<file path="config.mk">
export PLATFORM = sky130hd
export DESIGN_NAME = overwrite_ring_history_buffer_top_flat
export DESIGN_NICKNAME = d
export VERILOG_FILES = /design/src/rtl/ohb_pkg.sv /design/src/rtl/ohb_if.sv /design/src/rtl/ohb_ctrl.sv /design/src/rtl/ohb_datapath.sv /design/src/rtl/overwrite_ring_history_buffer_top.sv /design/src/flat_wrapper.sv
export SDC_FILE = /design/constraint.sdc
export NUM_CORES = 2
export LEC_CHECK = 0
export ABC_AREA = 1
export BUFFER_PORTS_ARGS = -buffer_cell sky130_fd_sc_hd__clkbuf_2
export CAP_MARGIN = 10
export CORE_MARGIN = 5
export CORE_UTILIZATION = 47
export DETAILED_ROUTE_END_ITERATION = 8
export PLACE_DENSITY_LB_ADDON = 0.15
export SYNTH_ARGS = -nofsm -noshare
export SYNTH_HDL_FRONTEND = slang
export SYNTH_SLANG_ARGS = --single-unit
</file>
<file path="constraint.sdc">
create_clock -name clock -period 7.1 [get_ports clock]
set_input_delay 0.71 -clock clock [delete_from_list [all_inputs] [get_ports clock]]
set_output_delay 0.71 -clock clock [all_outputs]
set_load 0.1 [all_outputs]
</file>
<file path="src/rtl/ohb_pkg.sv">
package ohb_pkg;

   localparam int CAPACITY    = 32;
   localparam int ID_WIDTH    = 16;
   localparam int VALUE_WIDTH = 32;

   localparam int SLOT_W  = (CAPACITY > 1) ? $clog2(CAPACITY) : 1;
   localparam int COUNT_W = $clog2(CAPACITY + 1);

   localparam int CMD_W       = 2;
   localparam int TAG_ID_W    = 16;
   localparam int TAG_VALUE_W = 32;
   localparam int MAX_COUNT_W = 7;
   localparam int STORED_W    = 7;
   localparam int DROP_W      = 32;

   localparam logic [SLOT_W-1:0]  LAST_SLOT  = SLOT_W'(CAPACITY - 1);
   localparam logic [COUNT_W-1:0] FULL_COUNT = COUNT_W'(CAPACITY);

   typedef enum logic [CMD_W-1:0] {
      CMD_RECORD   = 2'd0,
      CMD_RECENT   = 2'd1,
      CMD_SNAPSHOT = 2'd2
   } cmd_type;

   typedef enum logic {
      ST_IDLE,
      ST_RUN
   } state_type;

   typedef struct packed {
      logic rec_wr;
      logic run_load;
      logic emit;
   } ctrl_cmd_type;

   typedef struct packed {
      logic out_free;
      logic run_last;
   } ctrl_stat_type;

endpackage

</file>
<file path="src/rtl/ohb_if.sv">
interface ohb_req_if import ohb_pkg::*; ();
   logic                   valid;
   logic                   ready;
   logic [CMD_W-1:0]       cmd;
   logic [TAG_ID_W-1:0]    tag_id;
   logic [TAG_VALUE_W-1:0] tag_value;
   logic [MAX_COUNT_W-1:0] max_count;

   modport source (output valid, cmd, tag_id, tag_value, max_count, input ready);
   modport sink   (input valid, cmd, tag_id, tag_value, max_count, output ready);
endinterface

interface ohb_rsp_if import ohb_pkg::*; ();
   logic                   valid;
   logic                   ready;
   logic                   entry_valid;
   logic [TAG_ID_W-1:0]    out_tag_id;
   logic [TAG_VALUE_W-1:0] out_tag_value;
   logic [STORED_W-1:0]    stored_count;
   logic [DROP_W-1:0]      dropped_total;
   logic                   last;

   modport source (output valid, entry_valid, out_tag_id, out_tag_value, stored_count,
                   dropped_total, last, input ready);
   modport sink   (input valid, entry_valid, out_tag_id, out_tag_value, stored_count,
                   dropped_total, last, output ready);
endinterface

</file>
<file path="src/rtl/ohb_ctrl.sv">
module ohb_ctrl import ohb_pkg::*; (
   input  logic             clock,
   input  logic             reset,
   input  logic             req_valid,
   input  logic [CMD_W-1:0] req_cmd,
   output logic             req_ready,
   input  ctrl_stat_type    stat,
   output ctrl_cmd_type     ctl
);

   state_type state_ff, state_in;

   always_ff @(posedge clock) begin
      if (reset) begin
         state_ff <= ST_IDLE;
      end else begin
         state_ff <= state_in;
      end
   end

   always_comb begin
      state_in  = state_ff;
      ctl       = '0;
      req_ready = 1'b0;
      unique case (state_ff)
         ST_IDLE: begin
            req_ready = 1'b1;
            if (req_valid) begin
               unique case (req_cmd) inside
                  CMD_RECORD: begin
                     ctl.rec_wr = 1'b1;
                  end
                  CMD_RECENT, CMD_SNAPSHOT: begin
                     ctl.run_load = 1'b1;
                     state_in     = ST_RUN;
                  end
                  default: begin
                  end
               endcase
            end
         end
         ST_RUN: begin
            if (stat.out_free) begin
               ctl.emit = 1'b1;
               if (stat.run_last) begin
                  state_in = ST_IDLE;
               end
            end
         end
         default: begin
            state_in = ST_IDLE;
         end
      endcase
   end

endmodule

</file>
<file path="src/rtl/ohb_datapath.sv">
module ohb_datapath import ohb_pkg::*; (
   input  logic                   clock,
   input  logic                   reset,
   input  ctrl_cmd_type           ctl,
   output ctrl_stat_type          stat,
   input  logic [CMD_W-1:0]       req_cmd,
   input  logic [TAG_ID_W-1:0]    req_tag_id,
   input  logic [TAG_VALUE_W-1:0] req_tag_value,
   input  logic [MAX_COUNT_W-1:0] req_max_count,
   input  logic                   rsp_ready,
   output logic                   rsp_valid,
   output logic                   rsp_entry_valid,
   output logic [TAG_ID_W-1:0]    rsp_out_tag_id,
   output logic [TAG_VALUE_W-1:0] rsp_out_tag_value,
   output logic [STORED_W-1:0]    rsp_stored_count,
   output logic [DROP_W-1:0]      rsp_dropped_total,
   output logic                   rsp_last
);

   localparam int SUM_W = COUNT_W + 1;

   logic [ID_WIDTH-1:0]    mem_id    [CAPACITY];
   logic [VALUE_WIDTH-1:0] mem_value [CAPACITY];
   logic [ID_WIDTH-1:0]    rd_id_ff;
   logic [VALUE_WIDTH-1:0] rd_value_ff;

   logic [SLOT_W-1:0]  head_ff, head_in;
   logic [COUNT_W-1:0] fill_ff, fill_in;
   logic [DROP_W-1:0]  drop_ff, drop_in;
   logic               out_valid_ff, out_valid_in;

   logic               recent_ff, recent_in;
   logic               empty_ff, empty_in;
   logic [COUNT_W-1:0] remain_ff, remain_in;
   logic [SLOT_W-1:0]  addr_ff, addr_in;
   logic               out_entry_valid_ff, out_entry_valid_in;
   logic               out_last_ff, out_last_in;
   logic [COUNT_W-1:0] out_count_ff, out_count_in;
   logic [DROP_W-1:0]  out_drop_ff, out_drop_in;

   logic [SLOT_W-1:0]      head_next_slot, newest_slot, oldest_slot;
   logic [SLOT_W-1:0]      addr_fwd, addr_back;
   logic [SUM_W-1:0]       head_ext, fill_ext, oldest_sum;
   logic [MAX_COUNT_W-1:0] fill_wide, recent_n;
   logic [COUNT_W-1:0]     run_count;
   logic                   is_recent;

   assign head_next_slot = (head_ff == LAST_SLOT) ? '0 : head_ff + 1'b1;
   assign newest_slot    = (head_ff == '0) ? LAST_SLOT : head_ff - 1'b1;
   assign addr_fwd       = (addr_ff == LAST_SLOT) ? '0 : addr_ff + 1'b1;
   assign addr_back      = (addr_ff == '0) ? LAST_SLOT : addr_ff - 1'b1;

   assign head_ext    = SUM_W'(head_ff);
   assign fill_ext    = SUM_W'(fill_ff);
   assign oldest_sum  = (head_ext >= fill_ext) ? head_ext - fill_ext
                                               : head_ext + SUM_W'(CAPACITY) - fill_ext;
   assign oldest_slot = oldest_sum[SLOT_W-1:0];

   assign is_recent = (req_cmd == CMD_RECENT);
   assign fill_wide = MAX_COUNT_W'(fill_ff);
   assign recent_n  = (req_max_count < fill_wide) ? req_max_count : fill_wide;
   assign run_count = is_recent ? COUNT_W'(recent_n) : fill_ff;

   assign stat.out_free = !out_valid_ff || rsp_ready;
   assign stat.run_last = (remain_ff <= COUNT_W'(1));

   always_comb begin
      head_in = head_ff;
      fill_in = fill_ff;
      drop_in = drop_ff;
      if (ctl.rec_wr) begin
         head_in = head_next_slot;
         if (fill_ff == FULL_COUNT) begin
            if (drop_ff != '1) begin
               drop_in = drop_ff + 1'b1;
            end
         end else begin
            fill_in = fill_ff + 1'b1;
         end
      end
   end

   always_comb begin
      recent_in          = recent_ff;
      empty_in           = empty_ff;
      remain_in          = remain_ff;
      addr_in            = addr_ff;
      out_entry_valid_in = out_entry_valid_ff;
      out_last_in        = out_last_ff;
      out_count_in       = out_count_ff;
      out_drop_in        = out_drop_ff;
      out_valid_in       = out_valid_ff && !rsp_ready;
      if (ctl.run_load) begin
         recent_in = is_recent;
         empty_in  = (run_count == '0);
         remain_in = run_count;
         addr_in   = is_recent ? newest_slot : oldest_slot;
      end
      if (ctl.emit) begin
         out_valid_in       = 1'b1;
         out_entry_valid_in = !empty_ff;
         out_last_in        = stat.run_last;
         out_count_in       = fill_ff;
         out_drop_in        = drop_ff;
         remain_in          = remain_ff - 1'b1;
         addr_in            = recent_ff ? addr_back : addr_fwd;
      end
   end

   always_ff @(posedge clock) begin
      if (reset) begin
         head_ff      <= '0;
         fill_ff      <= '0;
         drop_ff      <= '0;
         out_valid_ff <= 1'b0;
      end else begin
         head_ff      <= head_in;
         fill_ff      <= fill_in;
         drop_ff      <= drop_in;
         out_valid_ff <= out_valid_in;
      end
   end

   always_ff @(posedge clock) begin
      recent_ff          <= recent_in;
      empty_ff           <= empty_in;
      remain_ff          <= remain_in;
      addr_ff            <= addr_in;
      out_entry_valid_ff <= out_entry_valid_in;
      out_last_ff        <= out_last_in;
      out_count_ff       <= out_count_in;
      out_drop_ff        <= out_drop_in;
   end

   // ring storage: write on record, registered read on emit
   always_ff @(posedge clock) begin
      if (ctl.rec_wr) begin
         mem_id[head_ff]    <= ID_WIDTH'(req_tag_id);
         mem_value[head_ff] <= VALUE_WIDTH'(req_tag_value);
      end
   end

   always_ff @(posedge clock) begin
      if (ctl.emit) begin
         rd_id_ff    <= mem_id[addr_ff];
         rd_value_ff <= mem_value[addr_ff];
      end
   end

   assign rsp_valid         = out_valid_ff;
   assign rsp_entry_valid   = out_entry_valid_ff;
   assign rsp_out_tag_id    = out_entry_valid_ff ? TAG_ID_W'(rd_id_ff) : '0;
   assign rsp_out_tag_value = out_entry_valid_ff ? TAG_VALUE_W'(rd_value_ff) : '0;
   assign rsp_stored_count  = STORED_W'(out_count_ff);
   assign rsp_dropped_total = out_drop_ff;
   assign rsp_last          = out_last_ff;

   a_fill_bound: assert property (@(posedge clock) disable iff (reset)
      fill_ff <= FULL_COUNT)
      else $error("fill count above capacity");

   a_head_tracks_fill: assert property (@(posedge clock) disable iff (reset)
      fill_ff != FULL_COUNT |-> head_ff == SLOT_W'(fill_ff))
      else $error("head out of step with fill count before first wrap");

   a_drop_only_full: assert property (@(posedge clock) disable iff (reset)
      drop_ff != '0 |-> fill_ff == FULL_COUNT)
      else $error("drops counted while ring not full");

   a_emit_free: assert property (@(posedge clock) disable iff (reset)
      ctl.emit |-> (!out_valid_ff || rsp_ready))
      else $error("emit into an occupied output register");

   a_cmd_exclusive: assert property (@(posedge clock) disable iff (reset)
      ctl.rec_wr |-> !(ctl.emit || ctl.run_load))
      else $error("record overlaps a read run");

endmodule

</file>
<file path="src/rtl/overwrite_ring_history_buffer_top.sv">
// channel   dir  handshake      payload
// req_ch    in   valid/ready    cmd, tag_id, tag_value, max_count
// rsp_ch    out  valid/ready    entry_valid, out_tag_id, out_tag_value,
//                               stored_count, dropped_total, last
//
// A record request is written to the ring; cmd 3 is accepted and dropped.
// A read request gives n results (one result for an empty read), one ring read per
// cycle while the output register is free, through the single registered read port.
// Synchronous reset clears head, fill count, drop counter and control; no clearing pass.
// A stalled result holds in the output register and pauses a read run for as long
// as it waits; once the final result of a run is registered, the next request is
// taken while that result waits.
module overwrite_ring_history_buffer_top import ohb_pkg::*; (
   input logic        clock,
   input logic        reset,
   ohb_req_if.sink    req_ch,
   ohb_rsp_if.source  rsp_ch
);

   ctrl_cmd_type  ctl;
   ctrl_stat_type stat;
   logic          req_ready;

   assign req_ch.ready = req_ready;

   ohb_ctrl u_ctrl (
      .clock     (clock),
      .reset     (reset),
      .req_valid (req_ch.valid),
      .req_cmd   (req_ch.cmd),
      .req_ready (req_ready),
      .stat      (stat),
      .ctl       (ctl)
   );

   ohb_datapath u_datapath (
      .clock             (clock),
      .reset             (reset),
      .ctl               (ctl),
      .stat              (stat),
      .req_cmd           (req_ch.cmd),
      .req_tag_id        (req_ch.tag_id),
      .req_tag_value     (req_ch.tag_value),
      .req_max_count     (req_ch.max_count),
      .rsp_ready         (rsp_ch.ready),
      .rsp_valid         (rsp_ch.valid),
      .rsp_entry_valid   (rsp_ch.entry_valid),
      .rsp_out_tag_id    (rsp_ch.out_tag_id),
      .rsp_out_tag_value (rsp_ch.out_tag_value),
      .rsp_stored_count  (rsp_ch.stored_count),
      .rsp_dropped_total (rsp_ch.dropped_total),
      .rsp_last          (rsp_ch.last)
   );

endmodule

</file>
<file path="src/flat_wrapper.sv">
// flat-port wrapper written by rule: the top's interface ports become plain ports
module overwrite_ring_history_buffer_top_flat import ohb_pkg::*;
  (clock, reset, req_ch_valid, req_ch_cmd, req_ch_tag_id, req_ch_tag_value, req_ch_max_count, req_ch_ready, rsp_ch_valid, rsp_ch_entry_valid, rsp_ch_out_tag_id, rsp_ch_out_tag_value, rsp_ch_stored_count, rsp_ch_dropped_total, rsp_ch_last, rsp_ch_ready);
  ohb_req_if req_ch_i ();
  ohb_rsp_if rsp_ch_i ();
  input logic clock;
  input logic reset;
  input wire logic [$bits(req_ch_i.valid)-1:0] req_ch_valid;
  input wire logic [$bits(req_ch_i.cmd)-1:0] req_ch_cmd;
  input wire logic [$bits(req_ch_i.tag_id)-1:0] req_ch_tag_id;
  input wire logic [$bits(req_ch_i.tag_value)-1:0] req_ch_tag_value;
  input wire logic [$bits(req_ch_i.max_count)-1:0] req_ch_max_count;
  output wire logic [$bits(req_ch_i.ready)-1:0] req_ch_ready;
  output wire logic [$bits(rsp_ch_i.valid)-1:0] rsp_ch_valid;
  output wire logic [$bits(rsp_ch_i.entry_valid)-1:0] rsp_ch_entry_valid;
  output wire logic [$bits(rsp_ch_i.out_tag_id)-1:0] rsp_ch_out_tag_id;
  output wire logic [$bits(rsp_ch_i.out_tag_value)-1:0] rsp_ch_out_tag_value;
  output wire logic [$bits(rsp_ch_i.stored_count)-1:0] rsp_ch_stored_count;
  output wire logic [$bits(rsp_ch_i.dropped_total)-1:0] rsp_ch_dropped_total;
  output wire logic [$bits(rsp_ch_i.last)-1:0] rsp_ch_last;
  input wire logic [$bits(rsp_ch_i.ready)-1:0] rsp_ch_ready;
  assign req_ch_i.valid = req_ch_valid;
  assign req_ch_i.cmd = req_ch_cmd;
  assign req_ch_i.tag_id = req_ch_tag_id;
  assign req_ch_i.tag_value = req_ch_tag_value;
  assign req_ch_i.max_count = req_ch_max_count;
  assign req_ch_ready = req_ch_i.ready;
  assign rsp_ch_valid = rsp_ch_i.valid;
  assign rsp_ch_entry_valid = rsp_ch_i.entry_valid;
  assign rsp_ch_out_tag_id = rsp_ch_i.out_tag_id;
  assign rsp_ch_out_tag_value = rsp_ch_i.out_tag_value;
  assign rsp_ch_stored_count = rsp_ch_i.stored_count;
  assign rsp_ch_dropped_total = rsp_ch_i.dropped_total;
  assign rsp_ch_last = rsp_ch_i.last;
  assign rsp_ch_i.ready = rsp_ch_ready;
  overwrite_ring_history_buffer_top u_core (.clock(clock), .reset(reset), .req_ch(req_ch_i), .rsp_ch(rsp_ch_i));
endmodule
</file>
==> After elaboration in Yosys (flattened, before gate mapping) <==
Memory sizes are Yosys's and may differ from the RTL's. A register that Yosys moved wholly into a read port is not among the register bits.
Cells that the tools add are included.
{ "word_totals": {"register_bits": 98, "ramBits": 1536, "n_memories": 2, "output_inout_bits": 91, "elab_cells": 78, "inputBits": 61} }
{ "mem_list": {"columns": ["memory", "words", "word_bits", "read_ports", "rd_clocked_by_memory_dff", "wr", "line", "rtl"], "rows": [
  ["u_core.u_datapath.mem_value", 32, 32, 1, 1, 1, "ohb_datapath.sv:23", "logic [VALUE_WIDTH-1:0] mem_value [CAPACITY];"],
  ["u_core.u_datapath.mem_id", 32, 16, 1, 1, 1, "ohb_datapath.sv:22", "logic [ID_WIDTH-1:0] mem_id [CAPACITY];"]
]} }
{ "op_classes": {"muxes": 29, "n_reduce_logical": 13, "n_addsub": 10, "n_eq_ne": 6, "bitwise": 2, "n_lt_le_gt_ge": 3} }
{ "ops": {"columns": ["cell", "n"], "rows": [
  ["two-way mux 5 bit", 9],
  ["adder 32 x 1 -> 32 bit, second input constant", 1],
  ["two-way mux 32 bit", 1],
  ["inequality test 32 bit, second input constant", 1],
  ["two-way mux 6 bit", 4],
  ["two-way mux 16 bit", 1],
  ["adder 5 x 1 -> 5 bit, second input constant", 3],
  ["two-way mux 1 bit", 11],
  ["equality test 5 bit, second input constant", 2],
  ["logical NOT 5 bit", 2],
  ["subtractor 5 x 1 -> 5 bit, second input constant", 2],
  ["subtractor 5 bit", 2],
  ["< comparator 7 x 6 -> 1 bit", 1],
  ["adder 6 x 1 -> 6 bit, second input constant", 1],
  ["equality test 6 bit, second input constant", 1],
  ["greater-or-equal comparator 5 x 6 -> 1 bit", 1],
  ["<= comparator 6 x 1 -> 1 bit, second input constant", 1],
  ["logical NOT 6 bit", 1],
  ["subtractor 6 x 1 -> 6 bit, second input constant", 1],
  ["two-way mux 2 bit", 2],
  ["logical NOT 1 bit", 3],
  ["AND reduction 3 bit", 1],
  ["equality test 2 x 1 -> 1 bit, second input constant", 1],
  ["equality test 2 bit, second input constant", 1],
  ["other kinds (8)", 9]
]} }

==> Longest topological paths before layout <==
{ "depth": {"word_depth": 7, "mapped_depth": 13, "ltp_nobuf": 13} }

==> Hierarchy <==
Synthesis repeated with hierarchy kept, for this count alone.
{ "hier_totals": {"hier_cells": 5538, "area_unflattened_um2": 67279.5} }
{ "modules_own_cells": {"columns": ["module", "cells_each", "seq_area_each_um2", "area_per_inst_um2", "instances"], "rows": [
  ["ohb_datapath", 5522, 50038.0, 67191.9, 1],
  ["ohb_ctrl", 16, 20.0, 87.6, 1]
]} }

==> Worst setup path after synthesis <==
Ideal clock, no wire load.
{ "synth_timing": {"kind": "register -> register", "start": "register u_core.u_ctrl.state_ff", "end": "memory u_core.u_datapath.mem_id[15][0] (enable)", "required_time_ns": 6.527, "n_path_buf": 0, "stages_incl_launch_ff": 6, "path_slack_ns": 0.310, "setup_ns": 0.573, "arrival_time_ns": 6.217, "period_less_slack_ns": 6.790, "path_cell_list": "dfxtp_1 > inv_1 > nand3_1 > nor2_1 > inv_1 > nor4_1"} }
{ "synth_via": {"elab_chain_len": 3} }
{ "synth_lines": {"columns": ["item", "line", "rtl"], "rows": [
  ["start: declaration", "ohb_ctrl.sv:11", "state_type state_ff, state_in;"],
  ["start signal: assignment", "ohb_ctrl.sv:17", "state_ff <= state_in;"],
  ["two-way mux 2 bit", "ohb_ctrl.sv:25", "unique case (state_ff)"],
  ["two-way mux 1 bit", "ohb_datapath.sv:137", "if (ctl.rec_wr) begin"],
  ["two-way mux 1 bit (not written as such)", "ohb_datapath.sv:138", "mem_id[head_ff] <= ID_WIDTH'(req_tag_id);"],
  ["end: declaration", "ohb_datapath.sv:22", null]
]} }
Every way passes these cells.

==> out/qor_table.md <==
| Stage | Result | Reported |
|---|---|---|
| placed design | Count of placed standard cells including taps | 7,356 |
| sta | Achievable clock frequency | 278 MHz |
| die | Number of standard-cell rows in the floorplan | 139 |
| routing | Final routed DRC violation total | 0 |
| routing | Drt first pass iters | 5 |
| routing | Avg Vias per Cell | 5.65 |
| run status | Run status | finished clean |
| routing | Number of nets with antenna violations after routing | 0 |
| clock tree | Clock buffers created by TritonCTS | 175 |
| job | Maxcap violations | 0 |
| grt | Overall overflow remaining after global route | 0 |
| clock tree | Clock latency reported for the late side of the worst-skew pair | 0.80 ns |
| sta | Actual slew at the worst max-slew pin | 1.25 ns |
| sta | Hold Violations, Final | 0 |
| critical path | Kind of cell adding the most delay to the critical path | buffers and inverters |
| critical path | Slowest stage delay, CP | 0.81 ns |
| clock tree | Sink Count | 1,682 |
| grt | First-pass GRT wire length | 275 mm |
| synthesis | Most frequent cells after synthesis | 1,637 x sky130_fd_sc_hd__edfxtp_1, 977 x sky130_fd_sc_hd__nor2_1, 924 x sky130_fd_sc_hd__nand2_1, 599 x sky130_fd_sc_hd__o21ai_0, 344 x sky130_fd_sc_hd__nand3_1 |
| synthesis | Dominant cells by area after synthesis | sky130_fd_sc_hd__edfxtp_1 73%, sky130_fd_sc_hd__nor2_1 5.4%, sky130_fd_sc_hd__nand2_1 5.1% |
| routing | Starting DRC count in detailed routing | 5,015 |
| clock tree | Clk Tree Root Cell | sky130_fd_sc_hd__clkbuf_16 |
| grt | Global-route usage over all layers | 24.2% |
| synthesis | Area share of the leading cell type in the synthesized netlist | 72.9% |
| clock tree | TritonCTS clock tree | yes |
| power | Total Power Consumption | 22.7 mW |
| critical path | Category of the critical setup timing path | register to register |
| sta | Remaining max-slew budget at the tightest pin | 16.2% |
| grt | Maximum number of pins on one net before global-route repair | 204 |
| synthesis | Number of distinct library cells after synthesis | 44 |
| critical path | Arrival time reported for the critical path endpoint | 4.13 ns |
| sta | Max-slew violation count | 0 |
| sta | Setup-failing EPs final | 0 |
| synthesis | Count of state elements after synthesis | 1,682 |
| power | Total leakage power | 25.6 nW |
| finish | Multi-input combinational cell area | 15,500 um2 |
| critical path | Buf+Inv Stages, Crit Path | 2 |
| synthesis | Number of warnings printed during yosys synthesis | 0 |
| clock tree | Total of hold buffers inserted after clock tree synthesis | 0 |
| routing | Total detailed-routing wirelength | 186 mm |
| finish | Fillcell total | 12,200 |
| grt | Initial antenna violation count | 7 |
| placed design | Sum of net half-perimeters after detailed placement | 99.9 mm |
| clock tree | Clock-pin slew on the worst setup and hold paths | 0.06 ns |
| power | Pwr Density | 301 nW/um2 |
| synthesis | Post-synth top flop | sky130_fd_sc_hd__edfxtp_1 |
| placed design | Port bufs | 150 |
| die | Standard cell core area | 143,000 um2 |
| finish | Final non-filler cell total | 7,686 |
| finish | Number of nets in the layout | 5,717 |
| synthesis | Library cell occupying the most area in the post-synthesis netlist | sky130_fd_sc_hd__edfxtp_1 |
| finish | Flip-flop and latch area | 50,100 um2 |
| synthesis | Sequential area share after synthesis | 74.3% |
| clock tree | Post-CTS setup buffers | 0 |
| hold path | Worst min path class | input port to register |
| synthesis | Cells after Synth | 5,554 |
| sta | Total Negative Setup Slacks | 0 ns |
| die | Starting density of the core | 47.1% |
| synthesis | Share of synthesized registers carrying an async set or reset | 0% |
| sta | Final worst-path cycle share | 50.6% |
| synthesis | Average cell area after synthesis | 12.1 um2 |
| synthesis | Number of enable-type register cells in the synthesized netlist | 1,637 |
| die | Die height | 389 um |
| sta | Min Tclk post-route | 3.60 ns |
| routing | Avg WL per Cell | 24.2 um |
| synthesis | Mapped Area | 67,400 um2 |
| grt | Number of global-route vias before repair | 41,000 |
| placed design | Placer Congestion | 0.892 |
| critical path | Data required time at the worst endpoint | 7.63 ns |
| synthesis | Cell with the most instances after synthesis | sky130_fd_sc_hd__edfxtp_1 |
| die | I/O Pins | 152 |
| critical path | Sort of element at the end of the critical path | register |
| critical path | Startpoint class of the critical path | register |
| critical path | Worst-path fanout max | 163 |
| finish | Final standard cell utilization of the core | 52.8% |
| power | Worst ir drop on vdd | 233 uV |
| routing | Via Count | 43,500 |
| critical path | Cell-by-cell listing of the critical path | buf_12, buf_4, o21ai_0, nand3_1, nand3_1, nor2_1, nor2_1 |
| die | Die Span X | 389 um |
| finish | Layout area overhead | 12.1% |
| clock tree | Maximum buffer depth of the clock tree | 3 |
| clock tree | H-tree depth reported by CTS | 4 |
| synthesis | Net Count, Synth | 5,641 |
| finish | Layout cell share with drive strength beyond 1 | 8.93% |
| clock tree | Post-cts resize count | 0 |
| critical path | Cell at the slowest stage of the critical path | sky130_fd_sc_hd__buf_4 |
| die | Area enclosed by the die boundary | 151,000 um2 |
| sta | Layout Skew | 0.0173 ns |
| sta | Setup repair after global routing missed its margin | no |
-- worst register-to-register path, cell delays in order, from the launching register on --
cell and delay, ns:
sky130_fd_sc_hd__edfxtp_1 0.66, sky130_fd_sc_hd__buf_12 0.45, sky130_fd_sc_hd__buf_4 1.12, sky130_fd_sc_hd__o21ai_0 0.33
sky130_fd_sc_hd__nand3_1 0.16, sky130_fd_sc_hd__nand3_1 0.15, sky130_fd_sc_hd__nor2_1 0.30, sky130_fd_sc_hd__nor2_1 0.17
-- cell usage in the layout (no fill, tap or decap), types with 69 or more instances in the layout --
master,Yosys,final
sky130_fd_sc_hd__a21oi_1,75,75
sky130_fd_sc_hd__buf_4,11,69
sky130_fd_sc_hd__clkbuf_16,0,179
sky130_fd_sc_hd__clkbuf_2,1,150
sky130_fd_sc_hd__edfxtp_1,1637,1637
sky130_fd_sc_hd__inv_1,141,140
sky130_fd_sc_hd__nand2_1,924,924
sky130_fd_sc_hd__nand3_1,344,344
sky130_fd_sc_hd__nor2_1,977,947
sky130_fd_sc_hd__o21ai_0,599,599
sky130_fd_sc_hd__o21ai_1,184,184
sky130_fd_sc_hd__o22ai_1,186,186
-- registers in the layout (all words and copies together) (netlist names) --
signal	cells
u_core.u_datapath.mem_value	1024
u_core.u_datapath.mem_id	512
u_core.u_datapath.drop_ff	32
u_core.u_datapath.rd_value_ff	32
u_core.u_datapath.rsp_dropped_total	32
u_core.u_datapath.rd_id_ff	16
u_core.u_datapath.fill_ff	6
u_core.u_datapath.out_count_ff	6
u_core.u_datapath.remain_ff	6
u_core.u_datapath.addr_ff	5
u_core.u_datapath.head_ff	5
u_core.u_ctrl.state_ff	1
u_core.u_datapath.empty_ff	1
u_core.u_datapath.recent_ff	1
u_core.u_datapath.rsp_entry_valid	1
u_core.u_datapath.rsp_last	1
u_core.u_datapath.rsp_valid	1
-- layer usage --
metal	vias to the layer above	track usage, %	part of all wire (%)
li1	19900	-	-
met1	21700	36.1	45
met2	1601	37.4	46
met3	227	4.30	7.7
met4	0	5.49	2.0
met5	-	0	0
-- metrics by stage --
step / cell area (um2) / hold WS, ns / setup slack, ns
detailed placement: 70000 / 0.467 / 3.04
floorplan: 67400 / 0.452 / 0.310
global placement: 70000 / 0.463 / 3.06
CTS: 75500 / 0.153 / 3.55
global route: 75500 / 0.217 / 3.38
finish: 75500 / 0.217 / 3.50
-- final timing paths --
path / startpoint / endpoint / slack, ns / cells after the start
worst min-delay path: rsp_ch_ready / u_core.u_datapath.rsp_valid / 0.22 / 4
worst max register to register: u_core.u_datapath.addr_ff[0] / u_core.u_datapath.rd_value_ff[7] / 3.50 / 7
worst max-delay path: u_core.u_datapath.addr_ff[0] / u_core.u_datapath.rd_value_ff[7] / 3.50 / 7
worst min register to register: u_core.u_ctrl.state_ff / u_core.u_ctrl.state_ff / 0.48 / 2
-- where the power goes --
group,switching [mW],internal (mW),total (mW)
Sequential,0.0522,11.0,11.0
Combinational,2.11,0.657,2.77
Clock,3.78,5.11,8.89
Total,5.94,16.8,22.7
-- final cells by class --
class	count	share of cell area (%)
Antenna cell	6	0.0199
Clock buffer	230	6.24
Clock inverter	94	1.09
Inverter	148	0.767
Multi-Input combinational cell	3395	20.6
Sequential cell	1682	66.3
Tap cell	1903	3.15
Timing Repair Buffer	228	1.92
-- cell families (layout without fill, tap and decap cells) --
kind of cell | count (synthesis) | count (layout) | synth area share, %
simple gates | 2289 | 2289 | 13.6
flops | 1682 | 1682 | 74.3
other cells | 1 | 7 | 0.00556
mux | 1 | 1 | 0.0149
compound gates | 1055 | 1055 | 8.22
xor+xnor | 23 | 23 | 0.299
buf+inv | 477 | 700 | 3.07
fa+ha+maj | 26 | 26 | 0.494
Power figures use the tool's default switching activity.
